### src/rtl/kl_pkg.sv
// Shared types, codes and keyword tables of the keyword lexer.
`default_nettype none
package kl_pkg;

    localparam int KL_MAX_WORD_LEN = 32;

    // Token kinds.
    localparam logic [3:0] KIND_IDENT  = 4'd0;
    localparam logic [3:0] KIND_PUB    = 4'd1;
    localparam logic [3:0] KIND_PROC   = 4'd2;
    localparam logic [3:0] KIND_U8     = 4'd3;
    localparam logic [3:0] KIND_RETURN = 4'd4;
    localparam logic [3:0] KIND_INT    = 4'd5;
    localparam logic [3:0] KIND_LPAREN = 4'd6;
    localparam logic [3:0] KIND_RPAREN = 4'd7;
    localparam logic [3:0] KIND_MINUS  = 4'd8;
    localparam logic [3:0] KIND_GT     = 4'd9;
    localparam logic [3:0] KIND_LBRACE = 4'd10;
    localparam logic [3:0] KIND_RBRACE = 4'd11;
    localparam logic [3:0] KIND_SEMI   = 4'd12;
    localparam logic [3:0] KIND_END    = 4'd13;
    localparam logic [3:0] KIND_ERROR  = 4'd14;

    // Scanner modes.
    localparam logic [1:0] MODE_IDLE   = 2'd0;
    localparam logic [1:0] MODE_WORD   = 2'd1;
    localparam logic [1:0] MODE_NUMBER = 2'd2;
    localparam logic [1:0] MODE_HALTED = 2'd3;

    // Keyword slots.
    localparam logic [1:0] KW_PUB    = 2'd0;
    localparam logic [1:0] KW_PROC   = 2'd1;
    localparam logic [1:0] KW_U8     = 2'd2;
    localparam logic [1:0] KW_RETURN = 2'd3;
    localparam int         KW_COUNT  = 4;

    // Commands from the controller to the datapath.
    typedef struct packed {
        logic latch;
        logic cont;
        logic rd_first;
        logic emit_one;
        logic emit_char;
        logic tail;
    } t_cmd;

    // Status from the datapath to the controller.
    typedef struct packed {
        logic halted;
        logic word_mode;
        logic num_mode;
        logic cont_char;
        logic kw_hit;
        logic tail_emits;
        logic out_free;
        logic idx_last;
    } t_status;

    function automatic logic [2:0] kw_len(input logic [1:0] k);
        logic [2:0] len;
        len = 3'd0;
        unique case (k)
            KW_PUB:    len = 3'd3;
            KW_PROC:   len = 3'd4;
            KW_U8:     len = 3'd2;
            KW_RETURN: len = 3'd6;
            default:   len = 3'd0;
        endcase
        return len;
    endfunction

    function automatic logic [7:0] kw_byte(input logic [1:0] k, input logic [2:0] pos);
        logic [47:0] s;
        s = '0;
        unique case (k)
            KW_PUB:    s = {"pub", 24'h0};
            KW_PROC:   s = {"proc", 16'h0};
            KW_U8:     s = {"u8", 32'h0};
            KW_RETURN: s = "return";
            default:   s = '0;
        endcase
        s = s << (8 * pos);
        return s[47:40];
    endfunction

    function automatic logic [3:0] kw_kind(input logic [1:0] k);
        logic [3:0] kind;
        kind = KIND_IDENT;
        unique case (k)
            KW_PUB:    kind = KIND_PUB;
            KW_PROC:   kind = KIND_PROC;
            KW_U8:     kind = KIND_U8;
            KW_RETURN: kind = KIND_RETURN;
            default:   kind = KIND_IDENT;
        endcase
        return kind;
    endfunction

endpackage
`default_nettype wire

### src/rtl/kl_ram.sv
// Generic single-write, single-read RAM with registered read data.
`default_nettype none
module kl_ram #(
    parameter int WIDTH = 8,
    parameter int DEPTH = 32,
    localparam int AW = $clog2(DEPTH)
) (
    input  wire logic             i_clk,
    input  wire logic             i_we,
    input  wire logic [AW-1:0]    i_waddr,
    input  wire logic [WIDTH-1:0] i_wdata,
    input  wire logic             i_re,
    input  wire logic [AW-1:0]    i_raddr,
    output logic      [WIDTH-1:0] o_rdata
);

    logic [WIDTH-1:0] r_mem [DEPTH];
    logic [WIDTH-1:0] r_rdata;

    always_ff @(posedge i_clk) begin
        if (i_we) begin
            r_mem[i_waddr] <= i_wdata;
        end
        if (i_re) begin
            r_rdata <= r_mem[i_raddr];
        end
    end

    assign o_rdata = r_rdata;

endmodule
`default_nettype wire

### src/rtl/kl_ctrl.sv
// Sequencing state machine of the keyword lexer.
`default_nettype none
module kl_ctrl import kl_pkg::*; (
    input  wire logic    i_clk,
    input  wire logic    i_rst_n,
    input  wire logic    i_in_valid,
    output logic         o_in_ready,
    input  wire t_status i_status,
    output t_cmd         o_cmd
);

    localparam logic [2:0] S_IDLE   = 3'd0;
    localparam logic [2:0] S_DECODE = 3'd1;
    localparam logic [2:0] S_ONE    = 3'd2;
    localparam logic [2:0] S_IDENT  = 3'd3;
    localparam logic [2:0] S_TAIL   = 3'd4;

    logic [2:0] r_state;
    logic [2:0] n_state;
    logic       w_do_tail;

    always_comb begin
        n_state    = r_state;
        o_cmd      = '0;
        o_in_ready = 1'b0;
        w_do_tail  = 1'b0;
        unique case (r_state)
            S_IDLE: begin
                o_in_ready = 1'b1;
                if (i_in_valid) begin
                    o_cmd.latch = 1'b1;
                    n_state     = S_DECODE;
                end
            end
            S_DECODE: begin
                if (i_status.halted) begin
                    n_state = S_IDLE;
                end else if (i_status.cont_char) begin
                    o_cmd.cont = 1'b1;
                    n_state    = S_IDLE;
                end else if (i_status.word_mode && !i_status.kw_hit) begin
                    o_cmd.rd_first = 1'b1;
                    n_state        = S_IDENT;
                end else if (i_status.word_mode || i_status.num_mode) begin
                    n_state = S_ONE;
                end else begin
                    w_do_tail = 1'b1;
                end
            end
            S_ONE: begin
                if (i_status.out_free) begin
                    o_cmd.emit_one = 1'b1;
                    n_state        = S_TAIL;
                end
            end
            S_IDENT: begin
                if (i_status.out_free) begin
                    o_cmd.emit_char = 1'b1;
                    if (i_status.idx_last) begin
                        n_state = S_TAIL;
                    end
                end
            end
            S_TAIL: begin
                w_do_tail = 1'b1;
            end
            default: begin
                n_state = S_IDLE;
            end
        endcase
        if (w_do_tail) begin
            if (!i_status.tail_emits || i_status.out_free) begin
                o_cmd.tail = 1'b1;
                n_state    = S_IDLE;
            end else begin
                n_state = S_TAIL;
            end
        end
    end

    always_ff @(posedge i_clk) begin
        if (!i_rst_n) begin
            r_state <= S_IDLE;
        end else begin
            r_state <= n_state;
        end
    end

endmodule
`default_nettype wire

### src/rtl/kl_dpath.sv
// Datapath of the keyword lexer: scanner registers, counters and result register.
`default_nettype none
module kl_dpath import kl_pkg::*; #(
    parameter int MAX_WORD_LEN = KL_MAX_WORD_LEN,
    localparam int ADDR_W = $clog2(MAX_WORD_LEN),
    localparam int LEN_W  = $clog2(MAX_WORD_LEN + 1)
) (
    input  wire logic              i_clk,
    input  wire logic              i_rst_n,
    input  wire logic [7:0]        i_char,
    input  wire logic              i_end,
    input  wire t_cmd              i_cmd,
    output t_status                o_status,
    output logic                   o_ram_we,
    output logic      [ADDR_W-1:0] o_ram_waddr,
    output logic      [7:0]        o_ram_wdata,
    output logic                   o_ram_re,
    output logic      [ADDR_W-1:0] o_ram_raddr,
    input  wire logic [7:0]        i_ram_rdata,
    input  wire logic              i_out_ready,
    output logic                   o_out_valid,
    output logic      [3:0]        o_kind,
    output logic      [31:0]       o_value,
    output logic      [7:0]        o_text,
    output logic      [15:0]       o_line,
    output logic      [15:0]       o_col,
    output logic                   o_name_trunc,
    output logic                   o_token_end,
    output logic                   o_last
);

    // Latched input item.
    logic [7:0]  r_char, n_char;
    logic        r_end, n_end;
    // Scanner state.
    logic [1:0]          r_mode, n_mode;
    logic [LEN_W-1:0]    r_len, n_len;
    logic                r_ovf, n_ovf;
    logic [31:0]         r_acc, n_acc;
    logic [15:0]         r_line, n_line;
    logic [15:0]         r_col, n_col;
    logic [15:0]         r_pline, n_pline;
    logic [15:0]         r_pcol, n_pcol;
    logic [KW_COUNT-1:0] r_kw, n_kw;
    logic [ADDR_W-1:0]   r_idx, n_idx;
    // Result register.
    logic        r_out_valid, n_out_valid;
    logic [3:0]  r_kind;
    logic [31:0] r_value;
    logic [7:0]  r_text;
    logic [15:0] r_oline, r_ocol;
    logic        r_ntr, r_tend, r_last;

    // Character classes.
    logic       w_letter, w_digit, w_under, w_wstart, w_nl, w_skip, w_punct, w_err;
    logic [3:0] w_pkind;
    logic       w_tail_emits;

    // Helpers.
    logic [15:0]         w_col_inc, w_line_inc;
    logic [31:0]         w_acc_base;
    logic [35:0]         w_prod;
    logic [31:0]         w_acc_next;
    logic [LEN_W-1:0]    w_pos;
    logic [5:0]          w_pos6;
    logic [KW_COUNT-1:0] w_kw_base, w_kw_step, w_kw_full;
    logic                w_kw_hit;
    logic [3:0]          w_kw_kind;
    logic                w_idx_last;
    logic                w_out_free;

    // Emission.
    logic        w_emit;
    logic [3:0]  e_kind;
    logic [31:0] e_value;
    logic [7:0]  e_text;
    logic [15:0] e_line, e_col;
    logic        e_ntr, e_tend, e_last;

    always_comb begin
        w_letter = ((r_char >= "a") && (r_char <= "z")) || ((r_char >= "A") && (r_char <= "Z"));
        w_digit  = (r_char >= "0") && (r_char <= "9");
        w_under  = (r_char == "_");
        w_wstart = w_letter || w_under;
        w_nl     = (r_char == 8'h0A);
        w_skip   = (r_char == 8'h0D) || (r_char == 8'h0C) || (r_char == " ");
        w_punct  = 1'b1;
        w_pkind  = KIND_ERROR;
        unique case (r_char)
            "(":     w_pkind = KIND_LPAREN;
            ")":     w_pkind = KIND_RPAREN;
            "-":     w_pkind = KIND_MINUS;
            ">":     w_pkind = KIND_GT;
            "{":     w_pkind = KIND_LBRACE;
            "}":     w_pkind = KIND_RBRACE;
            ";":     w_pkind = KIND_SEMI;
            default: w_punct = 1'b0;
        endcase
        w_err        = !(w_punct || w_nl || w_skip || w_wstart || w_digit);
        w_tail_emits = r_end || w_punct || w_err;
    end

    always_comb begin
        w_col_inc  = (r_col == 16'hFFFF) ? r_col : r_col + 16'd1;
        w_line_inc = (r_line == 16'hFFFF) ? r_line : r_line + 16'd1;

        // Decimal accumulate with saturation; a new number starts from zero.
        w_acc_base = i_cmd.cont ? r_acc : '0;
        w_prod     = ({4'b0, w_acc_base} << 3) + ({4'b0, w_acc_base} << 1)
                   + {32'b0, r_char[3:0]};
        w_acc_next = (|w_prod[35:32]) ? 32'hFFFF_FFFF : w_prod[31:0];

        // Keyword tracking: each slot stays live while the prefix matches.
        w_pos     = i_cmd.cont ? r_len : '0;
        w_pos6    = 6'(w_pos);
        w_kw_base = i_cmd.cont ? r_kw : '1;
        for (int k = 0; k < KW_COUNT; k++) begin
            w_kw_step[k] = w_kw_base[k] && (w_pos6 < {3'b000, kw_len(2'(k))})
                         && (r_char == kw_byte(2'(k), w_pos6[2:0]));
            w_kw_full[k] = r_kw[k] && (r_len == LEN_W'(kw_len(2'(k))));
        end
        w_kw_hit  = !r_ovf && (|w_kw_full);
        w_kw_kind = KIND_IDENT;
        for (int k = KW_COUNT - 1; k >= 0; k--) begin
            if (w_kw_full[k]) begin
                w_kw_kind = kw_kind(2'(k));
            end
        end

        w_idx_last = ((LEN_W'(r_idx) + LEN_W'(1)) == r_len);
        w_out_free = !r_out_valid || i_out_ready;
    end

    always_comb begin
        n_char  = r_char;
        n_end   = r_end;
        n_mode  = r_mode;
        n_len   = r_len;
        n_ovf   = r_ovf;
        n_acc   = r_acc;
        n_line  = r_line;
        n_col   = r_col;
        n_pline = r_pline;
        n_pcol  = r_pcol;
        n_kw    = r_kw;
        n_idx   = r_idx;

        o_ram_we    = 1'b0;
        o_ram_waddr = w_pos[ADDR_W-1:0];
        o_ram_wdata = r_char;
        o_ram_re    = 1'b0;
        o_ram_raddr = '0;

        w_emit  = 1'b0;
        e_kind  = KIND_END;
        e_value = '0;
        e_text  = '0;
        e_line  = r_line;
        e_col   = r_col;
        e_ntr   = 1'b0;
        e_tend  = 1'b1;
        e_last  = 1'b1;

        if (i_cmd.latch) begin
            n_char = i_char;
            n_end  = i_end;
        end

        if (i_cmd.cont) begin
            if (r_mode == MODE_WORD) begin
                if (w_pos < LEN_W'(MAX_WORD_LEN)) begin
                    o_ram_we = 1'b1;
                    n_len    = w_pos + LEN_W'(1);
                    n_kw     = w_kw_step;
                end else begin
                    n_ovf = 1'b1;
                end
            end else begin
                n_acc = w_acc_next;
            end
            n_pline = r_line;
            n_pcol  = r_col;
            n_col   = w_col_inc;
        end

        if (i_cmd.emit_one) begin
            w_emit  = 1'b1;
            e_kind  = (r_mode == MODE_NUMBER) ? KIND_INT : w_kw_kind;
            e_value = (r_mode == MODE_NUMBER) ? r_acc : '0;
            e_line  = r_pline;
            e_col   = r_pcol;
            e_last  = !w_tail_emits;
            n_mode  = MODE_IDLE;
            n_len   = '0;
            n_ovf   = 1'b0;
            n_acc   = '0;
        end

        if (i_cmd.rd_first) begin
            o_ram_re = 1'b1;
            n_idx    = '0;
        end

        if (i_cmd.emit_char) begin
            w_emit = 1'b1;
            e_kind = KIND_IDENT;
            e_text = i_ram_rdata;
            e_line = r_pline;
            e_col  = r_pcol;
            e_ntr  = r_ovf;
            e_tend = w_idx_last;
            e_last = w_idx_last && !w_tail_emits;
            if (w_idx_last) begin
                n_mode = MODE_IDLE;
                n_len  = '0;
                n_ovf  = 1'b0;
                n_acc  = '0;
            end else begin
                o_ram_re    = 1'b1;
                o_ram_raddr = r_idx + ADDR_W'(1);
                n_idx       = r_idx + ADDR_W'(1);
            end
        end

        if (i_cmd.tail) begin
            if (r_end) begin
                w_emit = 1'b1;
                e_kind = KIND_END;
            end else if (w_punct) begin
                w_emit = 1'b1;
                e_kind = w_pkind;
                n_col  = w_col_inc;
            end else if (w_nl) begin
                n_line = w_line_inc;
                n_col  = 16'd1;
            end else if (w_skip) begin
                n_col = w_col_inc;
            end else if (w_wstart) begin
                n_mode   = MODE_WORD;
                n_ovf    = 1'b0;
                o_ram_we = 1'b1;
                n_len    = LEN_W'(1);
                n_kw     = w_kw_step;
                n_pline  = r_line;
                n_pcol   = r_col;
                n_col    = w_col_inc;
            end else if (w_digit) begin
                n_mode  = MODE_NUMBER;
                n_acc   = w_acc_next;
                n_pline = r_line;
                n_pcol  = r_col;
                n_col   = w_col_inc;
            end else begin
                w_emit = 1'b1;
                e_kind = KIND_ERROR;
                e_text = r_char;
                n_mode = MODE_HALTED;
            end
        end

        n_out_valid = w_emit ? 1'b1 : (i_out_ready ? 1'b0 : r_out_valid);
    end

    always_ff @(posedge i_clk) begin
        if (!i_rst_n) begin
            r_mode      <= MODE_IDLE;
            r_len       <= '0;
            r_ovf       <= 1'b0;
            r_acc       <= '0;
            r_line      <= 16'd1;
            r_col       <= 16'd1;
            r_pline     <= 16'd1;
            r_pcol      <= 16'd1;
            r_out_valid <= 1'b0;
        end else begin
            r_mode      <= n_mode;
            r_len       <= n_len;
            r_ovf       <= n_ovf;
            r_acc       <= n_acc;
            r_line      <= n_line;
            r_col       <= n_col;
            r_pline     <= n_pline;
            r_pcol      <= n_pcol;
            r_out_valid <= n_out_valid;
        end
    end

    always_ff @(posedge i_clk) begin
        r_char <= n_char;
        r_end  <= n_end;
        r_kw   <= n_kw;
        r_idx  <= n_idx;
        if (w_emit) begin
            r_kind  <= e_kind;
            r_value <= e_value;
            r_text  <= e_text;
            r_oline <= e_line;
            r_ocol  <= e_col;
            r_ntr   <= e_ntr;
            r_tend  <= e_tend;
            r_last  <= e_last;
        end
    end

    always_comb begin
        o_status.halted     = (r_mode == MODE_HALTED);
        o_status.word_mode  = (r_mode == MODE_WORD);
        o_status.num_mode   = (r_mode == MODE_NUMBER);
        o_status.cont_char  = !r_end && (((r_mode == MODE_WORD) && (w_wstart || w_digit))
                            || ((r_mode == MODE_NUMBER) && w_digit));
        o_status.kw_hit     = w_kw_hit;
        o_status.tail_emits = w_tail_emits;
        o_status.out_free   = w_out_free;
        o_status.idx_last   = w_idx_last;
    end

    assign o_out_valid  = r_out_valid;
    assign o_kind       = r_kind;
    assign o_value      = r_value;
    assign o_text       = r_text;
    assign o_line       = r_oline;
    assign o_col        = r_ocol;
    assign o_name_trunc = r_ntr;
    assign o_token_end  = r_tend;
    assign o_last       = r_last;

`ifndef NO_ASSERTIONS
    a_halt_sticky: assert property (@(posedge i_clk) disable iff (!i_rst_n)
        (r_mode == MODE_HALTED) |=> (r_mode == MODE_HALTED))
        else $error("halted scanner left the halted mode");
    a_len_bound: assert property (@(posedge i_clk) disable iff (!i_rst_n)
        r_len <= LEN_W'(MAX_WORD_LEN))
        else $error("word length beyond buffer size");
    a_word_nonempty: assert property (@(posedge i_clk) disable iff (!i_rst_n)
        (r_mode == MODE_WORD) |-> (r_len != '0))
        else $error("word mode with empty buffer");
    a_num_clean: assert property (@(posedge i_clk) disable iff (!i_rst_n)
        (r_mode == MODE_NUMBER) |-> ((r_len == '0) && !r_ovf))
        else $error("number mode with word state left over");
    a_no_overwrite: assert property (@(posedge i_clk) disable iff (!i_rst_n)
        w_emit |-> (!r_out_valid || i_out_ready))
        else $error("result register overwritten before it was taken");
`endif

endmodule
`default_nettype wire

### src/rtl/keyword_lexer_unit.sv
// Top level of the keyword lexer: controller, datapath and identifier buffer.
// A byte that extends a word or number, or is skipped, passes the IDLE and DECODE states.
// A byte that ends a keyword or integer passes IDLE, DECODE, ONE and TAIL; one that ends an
// identifier passes IDLE, DECODE, IDENT for each buffered character and TAIL, one character
// per cycle on the output port unless it stalls. Results reach the master side from a register.
// Reset is synchronous and active low; the buffer needs no clearing pass.
`default_nettype none
module keyword_lexer_unit import kl_pkg::*; #(
    parameter int MAX_WORD_LEN = KL_MAX_WORD_LEN
) (
    input  wire logic        i_clk,
    input  wire logic        i_rst_n,
    // Slave side: one request per source byte.
    input  wire logic        s_axis_tvalid,
    output logic             s_axis_tready,
    input  wire logic [7:0]  s_axis_tdata,   // [7:0] char_in
    input  wire logic [0:0]  s_axis_tuser,   // [0] end_of_input
    // Master side: one request per result.
    output logic             m_axis_tvalid,
    input  wire logic        m_axis_tready,
    output logic      [71:0] m_axis_tdata,   // [31:0] int_value, [39:32] text_char,
                                             // [55:40] line_no, [71:56] column_no
    output logic      [6:0]  m_axis_tuser,   // [3:0] token_kind, [4] tied to 0,
                                             // [5] name_truncated, [6] token_end
    output logic             m_axis_tlast    // last result caused by one input request
);

    localparam int ADDR_W = $clog2(MAX_WORD_LEN);

    t_cmd        w_cmd;
    t_status     w_status;
    logic        w_ram_we, w_ram_re;
    logic [ADDR_W-1:0] w_ram_waddr, w_ram_raddr;
    logic [7:0]  w_ram_wdata, w_ram_rdata;
    logic [3:0]  w_kind;
    logic [31:0] w_value;
    logic [7:0]  w_text;
    logic [15:0] w_line, w_col;
    logic        w_ntr, w_tend;

    // The controller accepts a request only when it has finished the previous one.
    // A result waiting in the output register does not block the next request.
    kl_ctrl u_ctrl (
        .i_clk      (i_clk),
        .i_rst_n    (i_rst_n),
        .i_in_valid (s_axis_tvalid),
        .o_in_ready (s_axis_tready),
        .i_status   (w_status),
        .o_cmd      (w_cmd)
    );

    // The datapath holds the scanner mode, counters, the integer accumulator,
    // keyword prefix tracking and the output register.
    kl_dpath #(
        .MAX_WORD_LEN (MAX_WORD_LEN)
    ) u_dpath (
        .i_clk        (i_clk),
        .i_rst_n      (i_rst_n),
        .i_char       (s_axis_tdata),
        .i_end        (s_axis_tuser[0]),
        .i_cmd        (w_cmd),
        .o_status     (w_status),
        .o_ram_we     (w_ram_we),
        .o_ram_waddr  (w_ram_waddr),
        .o_ram_wdata  (w_ram_wdata),
        .o_ram_re     (w_ram_re),
        .o_ram_raddr  (w_ram_raddr),
        .i_ram_rdata  (w_ram_rdata),
        .i_out_ready  (m_axis_tready),
        .o_out_valid  (m_axis_tvalid),
        .o_kind       (w_kind),
        .o_value      (w_value),
        .o_text       (w_text),
        .o_line       (w_line),
        .o_col        (w_col),
        .o_name_trunc (w_ntr),
        .o_token_end  (w_tend),
        .o_last       (m_axis_tlast)
    );

    // Identifier characters are written as they arrive and read back one per
    // cycle, while the output is not stalled, when the identifier is flushed.
    kl_ram #(
        .WIDTH (8),
        .DEPTH (MAX_WORD_LEN)
    ) u_word_ram (
        .i_clk   (i_clk),
        .i_we    (w_ram_we),
        .i_waddr (w_ram_waddr),
        .i_wdata (w_ram_wdata),
        .i_re    (w_ram_re),
        .i_raddr (w_ram_raddr),
        .o_rdata (w_ram_rdata)
    );

    assign m_axis_tdata = {w_col, w_line, w_text, w_value};
    assign m_axis_tuser = {w_tend, w_ntr, 1'b0, w_kind};

endmodule
`default_nettype wire
### config.mk
export PLATFORM = sky130hd
export DESIGN_NAME = keyword_lexer_unit
export DESIGN_NICKNAME = d
export VERILOG_FILES = /design/src/rtl/kl_pkg.sv /design/src/rtl/kl_ram.sv /design/src/rtl/kl_ctrl.sv /design/src/rtl/kl_dpath.sv /design/src/rtl/keyword_lexer_unit.sv
export SDC_FILE = /design/constraint.sdc
export NUM_CORES = 1
export LEC_CHECK = 0
export ABC_AREA = 0
export BUFFER_PORTS_ARGS = -buffer_cell sky130_fd_sc_hd__clkbuf_2
export CORE_ASPECT_RATIO = 0.75
export CORE_MARGIN = 2
export CORE_UTILIZATION = 64
export CTS_BUF_LIST = sky130_fd_sc_hd__clkbuf_4
export DETAILED_ROUTE_END_ITERATION = 6
export PLACE_DENSITY = 0.86
export SLEW_MARGIN = 0
export SYNTH_ARGS = -nofsm -noshare
export SYNTH_HDL_FRONTEND = slang
export SYNTH_HIERARCHICAL = 1
export SYNTH_SLANG_ARGS = --single-unit
### constraint.sdc
create_clock -name i_clk -period 7.6 [get_ports i_clk]
set_input_delay 0.38 -clock i_clk [delete_from_list [all_inputs] [get_ports i_clk]]
set_output_delay 0.38 -clock i_clk [all_outputs]
set_load 0.1 [all_outputs]
==> metrics.txt <==
Max Cap Violations=0; placement-stage cell area=0.02333 mm2; cell family contributing the most delay on the critical path=simple AND/OR/NAND/NOR gates; average footprint of a synthesized cell=12.76 um2; Sequential Power Share=53.2%; share of flip-flops with an asynchronous set or reset after synthesis=0%; Worst Setup End Kind=flop; maximum fanout along the worst path=34; worst reg-to-reg path cell count=18; number of detailed-routing iterations run before antenna repair=6; cell area after technology mapping=0.02268 mm2; post-synthesis net count=1,864; total number of clock tree sinks=470; number of buffers on the longest clock path=3; period utilisation layout=86.87%; count of nets left with antenna violations after detail routing=0; CTS H-Tree Depth=3; signal arrival time at the worst endpoint=7.26 ns; internal power=3914 uW; source-to-sink clock delay at the later pin of the worst-skew pair=0.82 ns; standard-cell rows=59; summed negative setup slack over all endpoints=0 ns; number of flops mapped to enable cells by yosys=352; Clk network pwr share=36.8%; fill cell count=2,265; Die Y=167.0 um; antenna violations before repair=3; clock skew after layout=0.07145 ns; footprint of the flip-flops and latches=0.01293 mm2; final worst path period need=6.602 ns; total via count after detailed routing=15,769; net count of the finished layout=1,976; core region area=0.03477 mm2; worst hold path depth=3; Initial DRC Count=2,257; half-perimeter wire length of the detailed placement result=34,220 um; Reg-to-Reg Start=u_dpath/o_ram_wdata[2]; unrepaired setup endpoints after global routing=no; maximum number of pins on one net before global-route repair=80; register area share after synthesis=57.02%; number of resized instances in the post-cts repair step=0; mean routed wirelength per cell=21.51 um; final design instance area without fill=0.02481 mm2; final setup violation count=0; switching share of power=27.13%; Highest Clock Rate=0.1515 GHz; number of buffers inserted by hold repair at cts=9; sum of routed wire length over all layers=52,350 um; number of buffers added for setup after CTS=0; IO Pins=95; number of global-route vias before repair=14,802; cell chain of the critical path=a21oi_1, o21ai_2, o2bb2a_1, nor2_1, and2_2, nand2_1, xnor2_1, ha_1, inv_1, fa_1, nand2b_1, a21oi_1, o21ai_1, a21oi_2, o21ai_2, xnor2_2, or4b_1, o211a_1; instance count of the mapped netlist=1,778; total count of hold-check failures in the final report=0; Port Buf Inserts=93; die area=0.03697 mm2; final number of max-transition violations=0; crit-path max cell delay=1.02 ns; Unique masters post-synth=103; post-detailed-route via-to-cell ratio=6.479; Sw Pwr=1457 uW; starting density of the core=65.23%; die outline width=221.4 um; peak supply drop=0.0002121 V; wire length of the first global-routing pass=81,570 um; CTS tree=built; Crit Path Class=reg -> reg; share of total power in combinational logic=10.0%; worst-case hold path end point=u_dpath/o_out_valid; post-CTS clock slew at the launch and capture registers of the worst setup and hold paths=0.07 ns; headroom to the max-slew limit=19.20%; Critical Path Start Type=flop; Pwr per Cell Area=216.5 mW/mm2; worst min path class=in -> reg; all-layer global routing usage=28.22%; layout cell share with drive strength beyond 1=23.15%; number of buffers created by CTS=106; number of synthesized register bits=470; Crit path required time=8.26 ns; footprint of the multi-input gates=0.009120 mm2; startpoint of the tightest hold check path=m_axis_tready; pin slew with the least headroom to its limit=1.212 ns; Crit Reg-Reg Endpoint=u_dpath/r_acc[22]; count of buffer and inverter cells on the critical path=1; Worst R2R Setup Slack=1.0 ns; leakage=0.009493 uW; layout overhead on the synthesized area=9.390%; root buffer cell=clkbuf_4; weighted congestion reported at the end of routability-driven placement=0.9388; Ys Warns=6; remaining routing DRC violations=0; total global routing overflow=0; outcome=finished, final reports clean; top_reg_cell synth=edfxtp_1; slowest CP cell=edfxtp_1
-- per-stage QoR --
stage               setup WS [ns]  power, uW  utilization, %  cells  hold WS (ns)
finish                     0.9980       5371           71.35   2434       0.07507
floorplan                   1.370       3346               -   1778        0.4385
global route               0.5975       5569           71.34   2433     0.0004315
detailed placement          1.099       3446           67.11   2230        0.4613
global placement            1.379       3432           67.11   2230        0.4494
CTS                         1.096       5405           71.33   2431      0.002783
-- layer usage --
metal  part of all wire, %  vias to the layer above  GRT usage, %  wire [um]
li1                      -                     7032             -          -
met1                    42                     7727         41.82      22100
met2                    44                      921         40.68      23100
met3                    12                       89         8.239       6226
met4                   1.8                        0         8.316        923
met5                     0                        -             0          0
-- worst register-to-register path, cell delays in order, from the launching register on --
cell and delay, ns:
edfxtp_1 1.02, a21oi_1 0.17, o21ai_2 0.38, o2bb2a_1 0.27, nor2_1 0.20, and2_2 0.58
nand2_1 0.20, xnor2_1 0.18, ha_1 0.32, inv_1 0.07, fa_1 0.45, nand2b_1 0.18
a21oi_1 0.25, o21ai_1 0.15, a21oi_2 0.19, o21ai_2 0.09, xnor2_2 0.43, or4b_1 0.94
o211a_1 0.41
-- worst max-delay path by stage --
stage,startpoint,endpoint,slack (ns),cells past startpoint
after CTS,u_dpath/o_ram_wdata[2],u_dpath/r_acc[22],1.10,18
final,u_dpath/o_ram_wdata[2],u_dpath/r_acc[22],1.0,18
after floorplan,u_dpath/o_ram_wdata[0],u_dpath/r_acc[17],1.37,24
after global placement,u_dpath/o_ram_wdata[2],u_dpath/r_acc[19],1.38,18
after detailed placement,u_dpath/o_ram_wdata[2],u_dpath/r_acc[22],1.10,18
after global routing,u_dpath/o_ram_wdata[2],u_dpath/r_acc[22],0.60,16
-- state kept, by name, summed over array words and instances (netlist names), 2 cells and up --
name	flops
u_dpath/r_acc	32
u_dpath/r_line	16
u_dpath/r_len	6
u_dpath/r_pcol	16
u_dpath/r_kw	4
u_dpath/o_kind	4
u_dpath/r_idx	5
u_word_ram/o_rdata	8
u_dpath/o_line	16
u_dpath/o_value	32
u_ctrl/r_state	3
u_dpath/r_col	16
u_dpath/o_ram_wdata	8
u_word_ram/r_mem	256
u_dpath/o_text	8
u_dpath/r_mode	2
u_dpath/o_col	16
u_dpath/r_pline	16
-- final cells by class --
type                       instances  share of cell area (%)
tap                              457                   2.305
clock inverter                    23                  0.4337
antenna                            3                 0.03026
clock buffer                     169                   5.114
inverter                          26                  0.3934
sequential                       470                   52.13
timing repair buffer             120                   2.834
multi-input combinational       1166                   36.76
-- cells by family after synthesis --
family / Yosys count / synth area share [%]
AND/OR/NAND/NOR: 557 / 12.71
flip-flops: 470 / 57.02
AO/OA/AOI/OAI: 331 / 9.848
multiplexers: 148 / 11.16
buffers and inverters: 142 / 2.990
adder cells (fa/ha/maj): 73 / 4.060
XOR/XNOR: 56 / 2.196
other: 1 / 0.01653
-- power groups by stage --
stage | Combinational [uW] | Sequential, uW | Clock [uW]
after floorplan | 145 | 3200 | 0
after global placement | 522 | 2910 | 0
after detailed placement | 532 | 2910 | 0
after CTS | 537 | 2860 | 2010
after global routing | 559 | 2860 | 2150
final | 539 | 2860 | 1980
-- Yosys cell counts, drive strengths merged (21+ instances only) --
| master | count | area share, % |
|---|---|---|
| dfxtp | 118 | 10 |
| a21o | 35 | 1.2 |
| xor2 | 29 | 1.1 |
| and3 | 39 | 1.1 |
| buf | 52 | 1.5 |
| a21oi | 89 | 2.0 |
| mux2 | 38 | 1.9 |
| xnor2 | 27 | 1.1 |
| mux4 | 80 | 7.9 |
| clkbuf | 64 | 1.1 |
| ha | 72 | 4.0 |
| inv | 25 | 0.41 |
| nand4 | 21 | 0.61 |
| nand2 | 115 | 1.9 |
| and2 | 41 | 1.1 |
| o21ai | 78 | 1.8 |
| nor2 | 162 | 2.7 |
| nand3 | 43 | 0.95 |
| mux2i | 30 | 1.3 |
| o211a | 23 | 1.0 |
| nor3 | 28 | 0.68 |
| edfxtp | 352 | 47 |
-- placed cells by master, fill, tap and decap left out, types with 9 or more instances in the layout --
cell type / Yosys / routed
mux4_2: 80 / 80
mux2i_1: 30 / 30
xor2_1: 29 / 29
nor3_1: 25 / 24
o21a_1: 12 / 12
a21oi_1: 86 / 85
ha_1: 72 / 72
nand2_1: 113 / 112
nor2_1: 161 / 159
nand4_1: 20 / 20
o21ai_1: 22 / 22
xnor2_1: 26 / 26
nand3b_1: 11 / 11
a31oi_1: 18 / 18
nor2b_1: 15 / 15
o21ai_0: 52 / 52
nand3_1: 43 / 43
a21o_1: 35 / 35
o211ai_1: 11 / 11
clkbuf_4: 0 / 169
mux2_2: 38 / 38
dfxtp_1: 118 / 118
nand2b_1: 16 / 16
clkinv_1: 1 / 18
and2_1: 40 / 40
edfxtp_1: 352 / 352
or3_1: 19 / 19
inv_1: 24 / 24
clkbuf_2: 1 / 93
o211a_1: 23 / 23
buf_4: 21 / 17
dlygate4sd3_1: 0 / 9
and3_1: 38 / 38
No activity file was read; power rests on OpenSTA's default activity.
